### config.mk
export PLATFORM = sky130hd
export DESIGN_NAME = console_line_discipline
export DESIGN_NICKNAME = d
export VERILOG_FILES = /design/src/cld_pkg.sv /design/src/console_line_discipline.sv
export SDC_FILE = /design/constraint.sdc
export NUM_CORES = 1
export LEC_CHECK = 0
export ABC_CLOCK_PERIOD_IN_PS = 3400
export BUFFER_PORTS_ARGS = -buffer_cell sky130_fd_sc_hd__clkbuf_2
export CAP_MARGIN = 20
export CORE_ASPECT_RATIO = 0.5
export CORE_MARGIN = 3
export CORE_UTILIZATION = 57
export CTS_CLUSTER_SIZE = 40
export DETAILED_ROUTE_END_ITERATION = 8
export PLACE_DENSITY_LB_ADDON = 0.2
export SYNTH_ARGS = -nofsm -noshare
export SYNTH_HDL_FRONTEND = slang
export SYNTH_SLANG_ARGS = --single-unit
### constraint.sdc
create_clock -name clk -period 3.4 [get_ports clk]
set_input_delay 0.85 -clock clk [delete_from_list [all_inputs] [get_ports clk]]
set_output_delay 0.85 -clock clk [all_outputs]
set_load 0.05 [all_outputs]
### src/cld_pkg.sv
// shared constants for the console line discipline
package cld_pkg;

    localparam int LINE_LEN = 64;
    localparam int ADDR_W   = $clog2(LINE_LEN);
    localparam int CNT_W    = $clog2(LINE_LEN + 1);

    localparam logic [7:0] KEY_NUL       = 8'h00;
    localparam logic [7:0] KEY_EOF       = 8'h04;
    localparam logic [7:0] KEY_BACKSPACE = 8'h08;
    localparam logic [7:0] KEY_NEWLINE   = 8'h0A;
    localparam logic [7:0] KEY_KILL      = 8'h15;

endpackage

### src/console_line_discipline.sv
// console line discipline: line editing over a line buffer ram, released lines streamed out
//
//  channel   dir  payload                                     transfer when
//  s_axis    in   tdata = key_byte, tuser = more_pending      tvalid & tready
//  m_axis    out  tdata = line_byte, tuser = empty_line,      tvalid & tready
//                 tlast = last_of_line
//  cfg       in   cfg_wdata[0] = raw_mode                     cfg_we
//
// a key byte that releases nothing is taken at once, so such keys can come back to back.
// the line buffer is a single-port ram with a registered read (mem_q). a released
// line of n bytes streams out one byte per cycle while the output is not stalled;
// its first byte is valid once the drain state has read it into mem_q and mem_q
// has been loaded into the output register, and the next key is taken only after
// the last read has reached the output register. an empty release gives a single
// result through empty_pend; the next key waits until it is loaded. reset clears
// the fill count, the mode and all handshake state; the buffer contents are not
// cleared. output stalls hold the output register and stop ram reads, losing no data.
module console_line_discipline
(
    input  logic       clk,
    input  logic       rst_n,
    input  logic       cfg_we,
    input  logic       cfg_wdata,          // raw_mode
    input  logic       s_axis_tvalid,
    output logic       s_axis_tready,
    input  logic [7:0] s_axis_tdata,       // [7:0] key_byte
    input  logic       s_axis_tuser,       // more_pending
    output logic       m_axis_tvalid,
    input  logic       m_axis_tready,
    output logic [7:0] m_axis_tdata,       // [7:0] line_byte
    output logic       m_axis_tuser,       // empty_line
    output logic       m_axis_tlast        // last_of_line
);
    import cld_pkg::*;

    localparam logic [0:0] S_IDLE  = 1'b0;
    localparam logic [0:0] S_DRAIN = 1'b1;

    logic [7:0] line_mem [LINE_LEN];
    logic [7:0] mem_q;

    logic [0:0]        state_reg,      state_next;
    logic [CNT_W-1:0]  fill_reg,       fill_next;
    logic [ADDR_W-1:0] rd_idx_reg,     rd_idx_next;
    logic [ADDR_W-1:0] drain_last_reg, drain_last_next;
    logic              raw_mode_reg;
    logic              rd_pend_reg,    rd_pend_next;
    logic              rd_last_reg,    rd_last_next;
    logic              empty_pend_reg, empty_pend_next;
    logic              out_valid_reg,  out_valid_next;
    logic [7:0]        out_data_reg,   out_data_next;
    logic              out_user_reg,   out_user_next;
    logic              out_last_reg,   out_last_next;

    logic              in_xfer;
    logic              out_free;
    logic              load_rd;
    logic              load_empty;
    logic              rd_issue;
    logic              do_store;
    logic              mem_we;
    logic              release_line;
    logic [CNT_W-1:0]  fill_edit;
    logic [CNT_W-1:0]  fill_after;

    assign s_axis_tready = (state_reg == S_IDLE) && !rd_pend_reg && !empty_pend_reg;
    assign in_xfer       = s_axis_tvalid && s_axis_tready;
    assign out_free      = !out_valid_reg || m_axis_tready;
    assign load_rd       = rd_pend_reg && out_free;
    assign load_empty    = empty_pend_reg && out_free;
    assign rd_issue      = (state_reg == S_DRAIN) && (!rd_pend_reg || load_rd);

    assign m_axis_tvalid = out_valid_reg;
    assign m_axis_tdata  = out_data_reg;
    assign m_axis_tuser  = out_user_reg;
    assign m_axis_tlast  = out_last_reg;

    // key decode: editing, store decision and release decision
    always_comb
    begin
        do_store     = 1'b0;
        release_line = 1'b0;
        fill_edit    = fill_reg;
        if (s_axis_tdata == KEY_NUL)
        begin
            release_line = (fill_reg != '0) && !s_axis_tuser;
        end
        else if (raw_mode_reg)
        begin
            do_store     = 1'b1;
            release_line = !s_axis_tuser;
        end
        else
        begin
            case (s_axis_tdata)
                KEY_BACKSPACE:
                begin
                    if (fill_reg != '0)
                    begin
                        fill_edit = fill_reg - CNT_W'(1);
                    end
                end
                KEY_KILL:
                begin
                    fill_edit = '0;
                end
                KEY_EOF:
                begin
                    release_line = 1'b1;
                end
                KEY_NEWLINE:
                begin
                    do_store     = 1'b1;
                    release_line = 1'b1;
                end
                default:
                begin
                    do_store = 1'b1;
                end
            endcase
        end
        mem_we     = in_xfer && do_store && (fill_reg < CNT_W'(LINE_LEN));
        fill_after = mem_we ? fill_reg + CNT_W'(1) : fill_edit;
    end

    always_comb
    begin
        state_next      = state_reg;
        fill_next       = fill_reg;
        rd_idx_next     = rd_idx_reg;
        drain_last_next = drain_last_reg;
        empty_pend_next = empty_pend_reg && !load_empty;
        rd_pend_next    = rd_issue ? 1'b1 : (rd_pend_reg && !load_rd);
        rd_last_next    = rd_last_reg;
        out_valid_next  = out_valid_reg && !m_axis_tready;
        out_data_next   = out_data_reg;
        out_user_next   = out_user_reg;
        out_last_next   = out_last_reg;

        unique case (state_reg)
            S_IDLE:
            begin
                if (in_xfer)
                begin
                    if (release_line || (fill_after == CNT_W'(LINE_LEN)))
                    begin
                        fill_next = '0;
                        if (fill_after == '0)
                        begin
                            empty_pend_next = 1'b1;
                        end
                        else
                        begin
                            state_next      = S_DRAIN;
                            rd_idx_next     = '0;
                            drain_last_next = ADDR_W'(fill_after - CNT_W'(1));
                        end
                    end
                    else
                    begin
                        fill_next = fill_after;
                    end
                end
            end
            S_DRAIN:
            begin
                if (rd_issue)
                begin
                    rd_last_next = (rd_idx_reg == drain_last_reg);
                    if (rd_idx_reg == drain_last_reg)
                    begin
                        state_next = S_IDLE;
                    end
                    else
                    begin
                        rd_idx_next = rd_idx_reg + ADDR_W'(1);
                    end
                end
            end
            default:
            begin
                state_next = S_IDLE;
            end
        endcase

        // ram data or the end-of-file marker moves into the output register
        if (load_rd)
        begin
            out_valid_next = 1'b1;
            out_data_next  = mem_q;
            out_user_next  = 1'b0;
            out_last_next  = rd_last_reg;
        end
        else if (load_empty)
        begin
            out_valid_next = 1'b1;
            out_data_next  = KEY_NUL;
            out_user_next  = 1'b1;
            out_last_next  = 1'b1;
        end
    end

    // line buffer ram, mem_q holds its value until the next read
    always_ff @(posedge clk)
    begin
        if (mem_we)
        begin
            line_mem[fill_reg[ADDR_W-1:0]] <= s_axis_tdata;
        end
        if (rd_issue)
        begin
            mem_q <= line_mem[rd_idx_reg];
        end
    end

    always_ff @(posedge clk or negedge rst_n)
    begin
        if (!rst_n)
        begin
            state_reg      <= S_IDLE;
            fill_reg       <= '0;
            raw_mode_reg   <= 1'b0;
            rd_pend_reg    <= 1'b0;
            empty_pend_reg <= 1'b0;
            out_valid_reg  <= 1'b0;
        end
        else
        begin
            state_reg      <= state_next;
            fill_reg       <= fill_next;
            rd_pend_reg    <= rd_pend_next;
            empty_pend_reg <= empty_pend_next;
            out_valid_reg  <= out_valid_next;
            if (cfg_we)
            begin
                raw_mode_reg <= cfg_wdata;
            end
        end
    end

    always_ff @(posedge clk)
    begin
        rd_idx_reg     <= rd_idx_next;
        drain_last_reg <= drain_last_next;
        rd_last_reg    <= rd_last_next;
        out_data_reg   <= out_data_next;
        out_user_reg   <= out_user_next;
        out_last_reg   <= out_last_next;
    end

endmodule
==> qor.yml, run 1 <==
via_per_inst: 6.39
antenna_found_initial: 3
post-route-min-period_ns: 3.23
dp_hpwl_um: 33600
layout_common_cells: "edfxtp_1, mux4_2, buf_4"
route.met2.wl_um: 23800
post-route-period-util_pct: 95.0
powerDensity_nw_per_um2: 790
core_area_um2: 37900
drv_slew: 0
grt_pass1_wl_um: 77600
first_pass_iters: 5
leakage_uw: 0.00816
clk_pin_slew_ns: 0.06
crit_type: "in -> reg"
cts_made_buffers: 48
finalClockSkew_ns: 0.0193
vdd_drop_max_mv: 0.588
routed_wl_um: 51600
clock_path_buffers: 3
diodes: 0
grt_pass1_vias: 11400
crit_start: "s_axis_tdata[5]"
cpPeakStageDelay_ns: 0.57
max-cap-violations: 0
synth-async-reset-ratio_pct: 2.16
vias: 11100
synth_edf_count: 542
synth_nets: 1059
fp.dieArea_um2: 41600
fin_area_um2: 25300
power_frac_clock_pct: 26.4
track_usage_pct: 25.6
power_uw: 20000
final_antenna_net_count: 0
syn_avg_cell_area_um2: 21.4
overflow: 0
port_buffers: 26
nNetsFinal: 1194
gp_congestion: 0.985
drt_iter0_drc: 1252
pin_count: 27
wl_per_cell_um: 29.8
yosysUniqueCellTypes: 67
top_layer: "met5"
crit_arrival_ns: 3.51
switching_share_pct: 30.9
h-tree-depth: 2
worstPathCellList: "clkbuf_2 > buf_12 > or4_4 > or3_4 > and3_4 > o21ai_2 > o21ai_2 > inv_1 > ha_2 > and4bb_1 > nand4_1 > o211ai_1 > buf_4"
crit_family: "simple AND/OR/NAND/NOR gates"
initial_core_util_pct: 58.7
synthCells: 1038
fillers: 2506
yosysWarningCount: 0
root_buffer: "clkbuf_16"
p_switching_uw: 6180
synth-seq-cells: 555
required_ns: 3.68
grt_max_degree: 67
seq_power_share_pct: 40.3
syn_area_um2: 22300
synth_seq_area_share_pct: 74.6
r2r_start: "rd_pend_reg"
maxSlewHeadroom_pct: 40.3
die_h_um: 146
cpMostUsedCell: "o21ai_2"
drc: 0
finalHoldViolations: 0
p_comb_share_pct: 33.2
tightest_slew_ns: 0.893
final_common_cell: "edfxtp_1"
area_growth_syn_to_layout_pct: 13.7
cts_tree: "built"
grt_setup_unrepaired: "false"
met1_length_um: 22300
fmax_mhz: 309
status: "complete, no violations"
drive_gt1_share_pct: 33.7
crit_buf_inv: 4
path_max_fanout: 17
intPower_uw: 13800
dpl_cell_area_um2: 23800
hp-class: "in -> async"
met3_length_um: 4820
clk_latency_ns: 0.57
die_w_um: 285
fp-row-count: 50
critPathCaptureType: "flop"
tns_ns: 0
synth_flop_cell: "edfxtp_1"
setup_viol: 0
cp_slowest_cell: "or4_4"
largest_register_ff_count: 512
clock-sinks: 555
cp-start-kind: "input pin"
[area by class of cell]
type                       instances  area, um^2  area share (%)
clock buffer                      61        1300            5.14
clock inverter                    27         189           0.747
inverter                          10        37.5           0.148
multi-input combinational        419        5400            21.3
sequential                       555       16600            65.6
tap                              520         651            2.57
timing repair buffer             139        1130            4.46
[cell families after synthesis]
| family | Yosys count | synth area share (%) |
|---|---|---|
| muxes | 171 | 17.2 |
| AOI/OAI and AO/OA | 37 | 1.41 |
| adders and majority gates | 7 | 0.382 |
| and+or+nand+nor | 187 | 4.52 |
| DFF | 555 | 74.6 |
| xor gates and xnor gates | 17 | 0.669 |
| buffers and inverters | 64 | 1.28 |
[timing repair]
| item | in CTS | in global routing |
|---|---|---|
| setup endpoints to repair | 0 | 9 |
| setup buffers | 0 | 0 |
| gates resized for setup | 0 | 1 |
| endpoints found under the hold margin | 0 | 0 |
| hold buffers | 0 | 0 |
[power groups by stage]
stage | clock network (uW) | registers, uW | logic, uW
after floorplan | 0 | 8320 | 4090
final | 5280 | 8060 | 6640
after detailed placement | 0 | 8200 | 6650
after global placement | 0 | 8190 | 6630
after CTS | 5340 | 8060 | 6680
after global routing | 5640 | 8080 | 6980
[per-layer routing]
layer / vias up / global-route usage, %
met5: - / 0
met4: 4 / 4.06
met3: 64 / 6.42
met2: 526 / 38.3
met1: 5869 / 39.9
li1: 4600 / -
[path summary, 6_finish.rpt]
| check | to | slack [ns] | cells after the start |
|---|---|---|---|
| setup / recovery | rd_idx_reg[3] | 0.17 | 13 |
| hold / removal | raw_mode_reg | 0.19 | 1 |
| setup reg to reg | line_mem[23][3] | 0.24 | 7 |
| hold reg to reg | m_axis_tuser | 0.51 | 2 |
| max in group asynchronous | fill_reg[1] | 2.92 | 1 |
| min in group clk | m_axis_tuser | 0.51 | 2 |
[Yosys cell counts (all sizes together), types with 2 or more instances]
| library cell | instances | area share, % |
|---|---|---|
| a2111oi | 2 | 0.16 |
| a21oi | 7 | 0.16 |
| a22o | 2 | 0.084 |
| a32o | 3 | 0.13 |
| and2 | 13 | 0.37 |
| and3 | 5 | 0.17 |
| buf | 25 | 0.58 |
| clkbuf | 29 | 0.53 |
| dfrtp | 12 | 1.3 |
| edfxtp | 542 | 73 |
| ha | 6 | 0.34 |
| inv | 10 | 0.17 |
| mux2 | 2 | 0.10 |
| mux4 | 168 | 17 |
| nand2 | 22 | 0.37 |
| nand2b | 5 | 0.14 |
| nand3 | 14 | 0.37 |
| nand4 | 5 | 0.14 |
| nand4b | 2 | 0.079 |
| nor2 | 72 | 1.2 |
| nor2b | 8 | 0.22 |
| nor3 | 12 | 0.27 |
| nor3b | 3 | 0.12 |
| nor4 | 5 | 0.21 |
| o211ai | 2 | 0.067 |
| o21ai | 8 | 0.20 |
| or2 | 3 | 0.084 |
| or3 | 8 | 0.27 |
| or4 | 4 | 0.15 |
| or4b | 2 | 0.12 |
| xnor2 | 7 | 0.28 |
| xor2 | 10 | 0.39 |
[per-stage QoR]
stage	hold WS [ns]	utilization (%)	instances	worst slack, ns
after floorplan	0.477	-	1038	-0.233
after global placement	0.464	62.8	1643	-0.389
after detailed placement	0.493	62.8	1643	-0.407
after CTS	0.176	66.7	1731	0.179
after global routing	0.187	66.7	1731	0.0336
final	0.189	66.7	1731	0.168
Power figures use the tool's default switching activity.
==> run 2, diff against run 1 <==
--- a/config.mk
+++ b/config.mk
@@ -6,11 +6,10 @@
 export NUM_CORES = 1
 export LEC_CHECK = 0
 export ABC_CLOCK_PERIOD_IN_PS = 3400
-export BUFFER_PORTS_ARGS = -buffer_cell sky130_fd_sc_hd__clkbuf_2
-export CAP_MARGIN = 20
+export BUFFER_PORTS_ARGS = -buffer_cell sky130_fd_sc_hd__buf_4
 export CORE_ASPECT_RATIO = 0.5
 export CORE_MARGIN = 3
-export CORE_UTILIZATION = 57
+export CORE_UTILIZATION = 35
 export CTS_CLUSTER_SIZE = 40
 export DETAILED_ROUTE_END_ITERATION = 8
 export PLACE_DENSITY_LB_ADDON = 0.2
==> run 2 against run 1 <==
Effect of this change: critical path depth shrank 1; clock-buffer cell count grew 2; via count shrank 2.6%; largest power group unchanged; largest cell class unchanged; worst hold slack lost 0.066 ns.
==> qor.yml, run 2 (synthesis gave the netlist of run 1 again) <==
status: "complete, no violations"
finalHoldViolations: 0
top_layer: "met5"
die_h_um: 184
port_buffers: 26
required_ns: 3.68
clock_path_buffers: 3
max-cap-violations: 0
cp-start-kind: "input pin"
fp.dieArea_um2: 66800
utilization_pct: 41.8
fin_hold_ws_ns: 0.123
die_w_um: 363
dp_hpwl_um: 35500
tightest_slew_ns: 1.13
grt_pass1_vias: 11100
drv_slew: 0
root_buffer: "clkbuf_16"
area_growth_syn_to_layout_pct: 16.6
layout_common_cells: "edfxtp_1, mux4_2, buf_4"
first_pass_iters: 5
post_cts_buffers: 0
wl_per_cell_um: 26.6
crit_arrival_ns: 3.44
maxSlewHeadroom_pct: 24.4
post-route-period-util_pct: 93.0
vdd_drop_max_mv: 0.523
fin_ws_ns: 0.237
h-tree-depth: 2
path_max_fanout: 9
cts_tree: "built"
vias: 10800
largest_register_ff_count: 512
grt_max_degree: 74
worstPathCellList: "buf_4 > or4_1 > or3_1 > nor3_1 > o21ai_2 > o21ai_2 > inv_1 > ha_2 > and4bb_1 > and3_4 > o211ai_1 > buf_4"
track_usage_pct: 16.5
ctsHoldBuffers: 0
fp-row-count: 64
leakage_uw: 0.00826
drt_iter0_drc: 1061
power_uw: 20700
cts_resized: 0
antenna_found_initial: 7
post-route-min-period_ns: 3.16
cpPeakStageDelay_ns: 0.62
hp-class: "in -> async"
critPathCaptureType: "flop"
overflow: 0
clk_pin_slew_ns: 0.06
met1_length_um: 25900
met3_length_um: 2800
via_per_inst: 5.27
cp_slowest_cell: "or4_1"
routed_wl_um: 54300
grt_pass1_wl_um: 79800
nNetsFinal: 1195
setup_viol: 0
fmax_mhz: 316
final_common_cell: "edfxtp_1"
pin_count: 27
gp_congestion: 0.894
clk_latency_ns: 0.58
initial_core_util_pct: 35.9
drive_gt1_share_pct: 33.4
cts_made_buffers: 52
core_area_um2: 62000
clock-sinks: 555
finalClockSkew_ns: 0.0228
crit_type: "in -> reg"
pre_cts_slack_ns: -0.323
final_antenna_net_count: 0
powerDensity_nw_per_um2: 797
grt_setup_unrepaired: "false"
route.met2.wl_um: 24800
drc: 0
run 2: through the flow:
stage / area [um^2] / setup TNS, ns / instances
final: 25900 / 0 / 2043
after global routing: 25900 / 0 / 2042
after CTS: 25900 / 0 / 2042
after detailed placement: 24200 / -7.37 / 1945
after global placement: 24200 / -6.57 / 1945
after floorplan: 22300 / -2.32 / 1038
run 2: metal layers:
metal | vias to the layer above | global-route usage [%]
met2 | 261 | 25.5
met1 | 5853 | 25.0
met3 | 56 | 2.74
met5 | - | 0
met4 | 2 | 2.98
li1 | 4600 | -
run 2: cell type report:
class                      instances  area (um^2)
sequential                       555        16600
inverter                          10         37.5
antenna                            1         2.50
tap                              825         1030
clock inverter                    34          340
multi-input combinational        419         5390
fill                            5433        36000
timing repair buffer             136         1170
clock buffer                      63         1360
run 2: final timing paths:
| check | startpoint | end | slack, ns | cells after the start |
|---|---|---|---|---|
| hold / removal | rst_n | raw_mode_reg | 0.12 | 1 |
| hold reg to reg | rd_last_reg | m_axis_tlast | 0.50 | 1 |
| min in group clk | rd_last_reg | m_axis_tlast | 0.50 | 1 |
| max in group asynchronous | rst_n | fill_reg[0] | 3.11 | 1 |
| setup / recovery | s_axis_tdata[7] | rd_idx_reg[4] | 0.24 | 12 |
| setup reg to reg | fill_reg[4] | rd_idx_reg[4] | 0.28 | 11 |
run 2: report_power, final:
group / internal (uW) / leakage (uW) / total [uW] / switching, uW
clock network: 3380 / 0.000832 / 5840 / 2450
logic: 3100 / 0.00237 / 6760 / 3660
registers: 7890 / 0.00505 / 8060 / 167
run 2: worst max-delay path, delay by kind of cell:
family                   cells  cell delay [ns]
buffers and inverters        3             0.44
adder cells (fa/ha/maj)      1             0.18
AND/OR/NAND/NOR              5             1.63
AO/OA/AOI/OAI                3             0.33
==> run 3, diff against run 2 <==
--- a/config.mk
+++ b/config.mk
@@ -7,7 +7,6 @@
 export LEC_CHECK = 0
 export ABC_CLOCK_PERIOD_IN_PS = 3400
 export BUFFER_PORTS_ARGS = -buffer_cell sky130_fd_sc_hd__buf_4
-export CORE_ASPECT_RATIO = 0.5
 export CORE_MARGIN = 3
 export CORE_UTILIZATION = 35
 export CTS_CLUSTER_SIZE = 40
==> run 3 against run 2 <==
Effect of this change: sequential power about the same; largest power group unchanged; sequential cell count stayed put; clock skew grew 0.0045 ns; register-to-register slack improved by 0.07 ns; core utilization fell by 0.13 points; non-clock buffer count is 17 lower; clock-buffer cell count increased by 8; via count down 0.89%; critical path type unchanged; clock power grew 7.7%; die area shrank 0.27%; cell area up 0.18%.
==> qor.yml, run 3 (synthesis gave the netlist of run 1 again) <==
status: "complete, no violations"
layout_common_cells: "edfxtp_1, mux4_2, buf_4"
drive_gt1_share_pct: 33.1
grt_setup_unrepaired: "false"
clock-sinks: 555
final_common_cell: "edfxtp_1"
fp-row-count: 91
maxSlewHeadroom_pct: 23.9
wl_per_cell_um: 26.3
die_w_um: 258
fmax_mhz: 327
post-route-period-util_pct: 90.0
clock_path_buffers: 3
vias: 10700
fin_area_um2: 26000
intPower_uw: 14600
track_usage_pct: 16.4
die_h_um: 258
grt_max_degree: 65
seq_power_share_pct: 38.6
drv_slew: 0
first_pass_iters: 5
p_switching_uw: 6310
cts_resized: 0
leakage_uw: 0.00824
clk_latency_ns: 0.63
max-cap-violations: 0
hp-class: "in -> async"
crit_type: "in -> reg"
pin_count: 27
tightest_slew_ns: 1.14
drc: 0
finalHoldViolations: 0
clk_pin_slew_ns: 0.06
cts_made_buffers: 58
gp_congestion: 0.856
fp.dieArea_um2: 66600
rrSetupSlack_ns: 0.35
ctsHoldBuffers: 0
vdd_drop_max_mv: 0.592
setup_viol: 0
largest_register_ff_count: 512
core_area_um2: 62300
nNetsFinal: 1184
crit_arrival_ns: 3.40
finalClockSkew_ns: 0.0274
routed_wl_um: 54000
h-tree-depth: 2
fillers: 5514
cp-start-kind: "input pin"
final_antenna_net_count: 0
post-route-min-period_ns: 3.06
path_max_fanout: 6
critPathCaptureType: "flop"
drt_iter0_drc: 1034
post_cts_buffers: 0
antenna_found_initial: 5
utilization_pct: 41.7
switching_share_pct: 30.2
power_frac_clock_pct: 30.1
via_per_inst: 5.20
p_comb_share_pct: 31.3
required_ns: 3.74
powerDensity_nw_per_um2: 804
grt_pass1_wl_um: 78800
initial_core_util_pct: 35.7
grt_pass1_vias: 11000
dpl_cell_area_um2: 24100
port_buffers: 26
overflow: 0
root_buffer: "clkbuf_16"
area_growth_syn_to_layout_pct: 16.8
dp_hpwl_um: 34600
cts_tree: "built"
-- run 3: changes by cell type in the layout (fill, tap and decap cells not counted), sizes merged --
cell | before | now
bufinv | 7 | 6
clkinv | 24 | 26
diode | 1 | 3
clkinvlp | 1 | 3
clkbuf | 63 | 71
inv | 12 | 14
buf | 136 | 119
-- run 3: metrics by stage --
step           hold WS, ns  setup slack [ns]  TNS [ns]  power [uW]  std cells
6_report            0.0602             0.339         0       20900       2053
5_1_grt             0.0560             0.135         0       21700       2050
4_1_cts             0.0384             0.342         0       21200       2050
3_5_place_dp         0.486            -0.279     -6.67       14900       1940
3_3_place_gp         0.467            -0.236     -3.63       14900       1940
2_1_floorplan        0.477            -0.233     -2.32       12400       1038
-- run 3: final timing paths --
path	start	end	cells past startpoint
max in group asynchronous	rst_n	fill_reg[1]	1
min in group clk	cfg_wdata	raw_mode_reg	2
worst min register to register	m_axis_tuser	m_axis_tuser	2
worst max-delay path	s_axis_tdata[2]	rd_idx_reg[1]	13
worst max register to register	fill_reg[4]	rd_idx_reg[1]	11
worst min-delay path	rst_n	rd_pend_reg	1
-- run 3: final cells by class --
cell class | count | area (um^2) | share of cell area, %
inverters | 10 | 37.5 | 0.144
repair buffers | 119 | 1020 | 3.92
clock inverters | 39 | 363 | 1.40
diodes | 3 | 7.51 | 0.0289
well taps | 837 | 1050 | 4.03
multi-input cells | 419 | 5390 | 20.8
clock buffers | 71 | 1520 | 5.86
flip-flops and latches | 555 | 16600 | 63.9
-- run 3: routing by layer --
layer	GRT usage, %	up-vias	routed length, um
li1	-	4616	-
met1	23.2	5710	23600
met2	26.7	279	26500
met3	2.67	71	2800
met4	4.23	0	1100
met5	0	-	0
-- run 3: power groups by stage --
stage / registers, uW / clock network, uW / logic (uW)
floorplan: 8320 / 0 / 4090
finish: 8070 / 6290 / 6550
global placement: 8200 / 0 / 6690
detailed placement: 8210 / 0 / 6660
global route: 8090 / 6710 / 6930
CTS: 8060 / 6430 / 6690
-- run 3: worst max-delay path, cell delays in order --
cell and delay [ns]:
buf_4 0.14, buf_4 0.16, nor4b_1 0.39, o21ai_0 0.19, a2111oi_0 0.47, buf_4 0.19
a211oi_2 0.04, inv_1 0.08, ha_2 0.15, and4bb_1 0.25, nand4_1 0.16, o211ai_1 0.14
buf_4 0.18
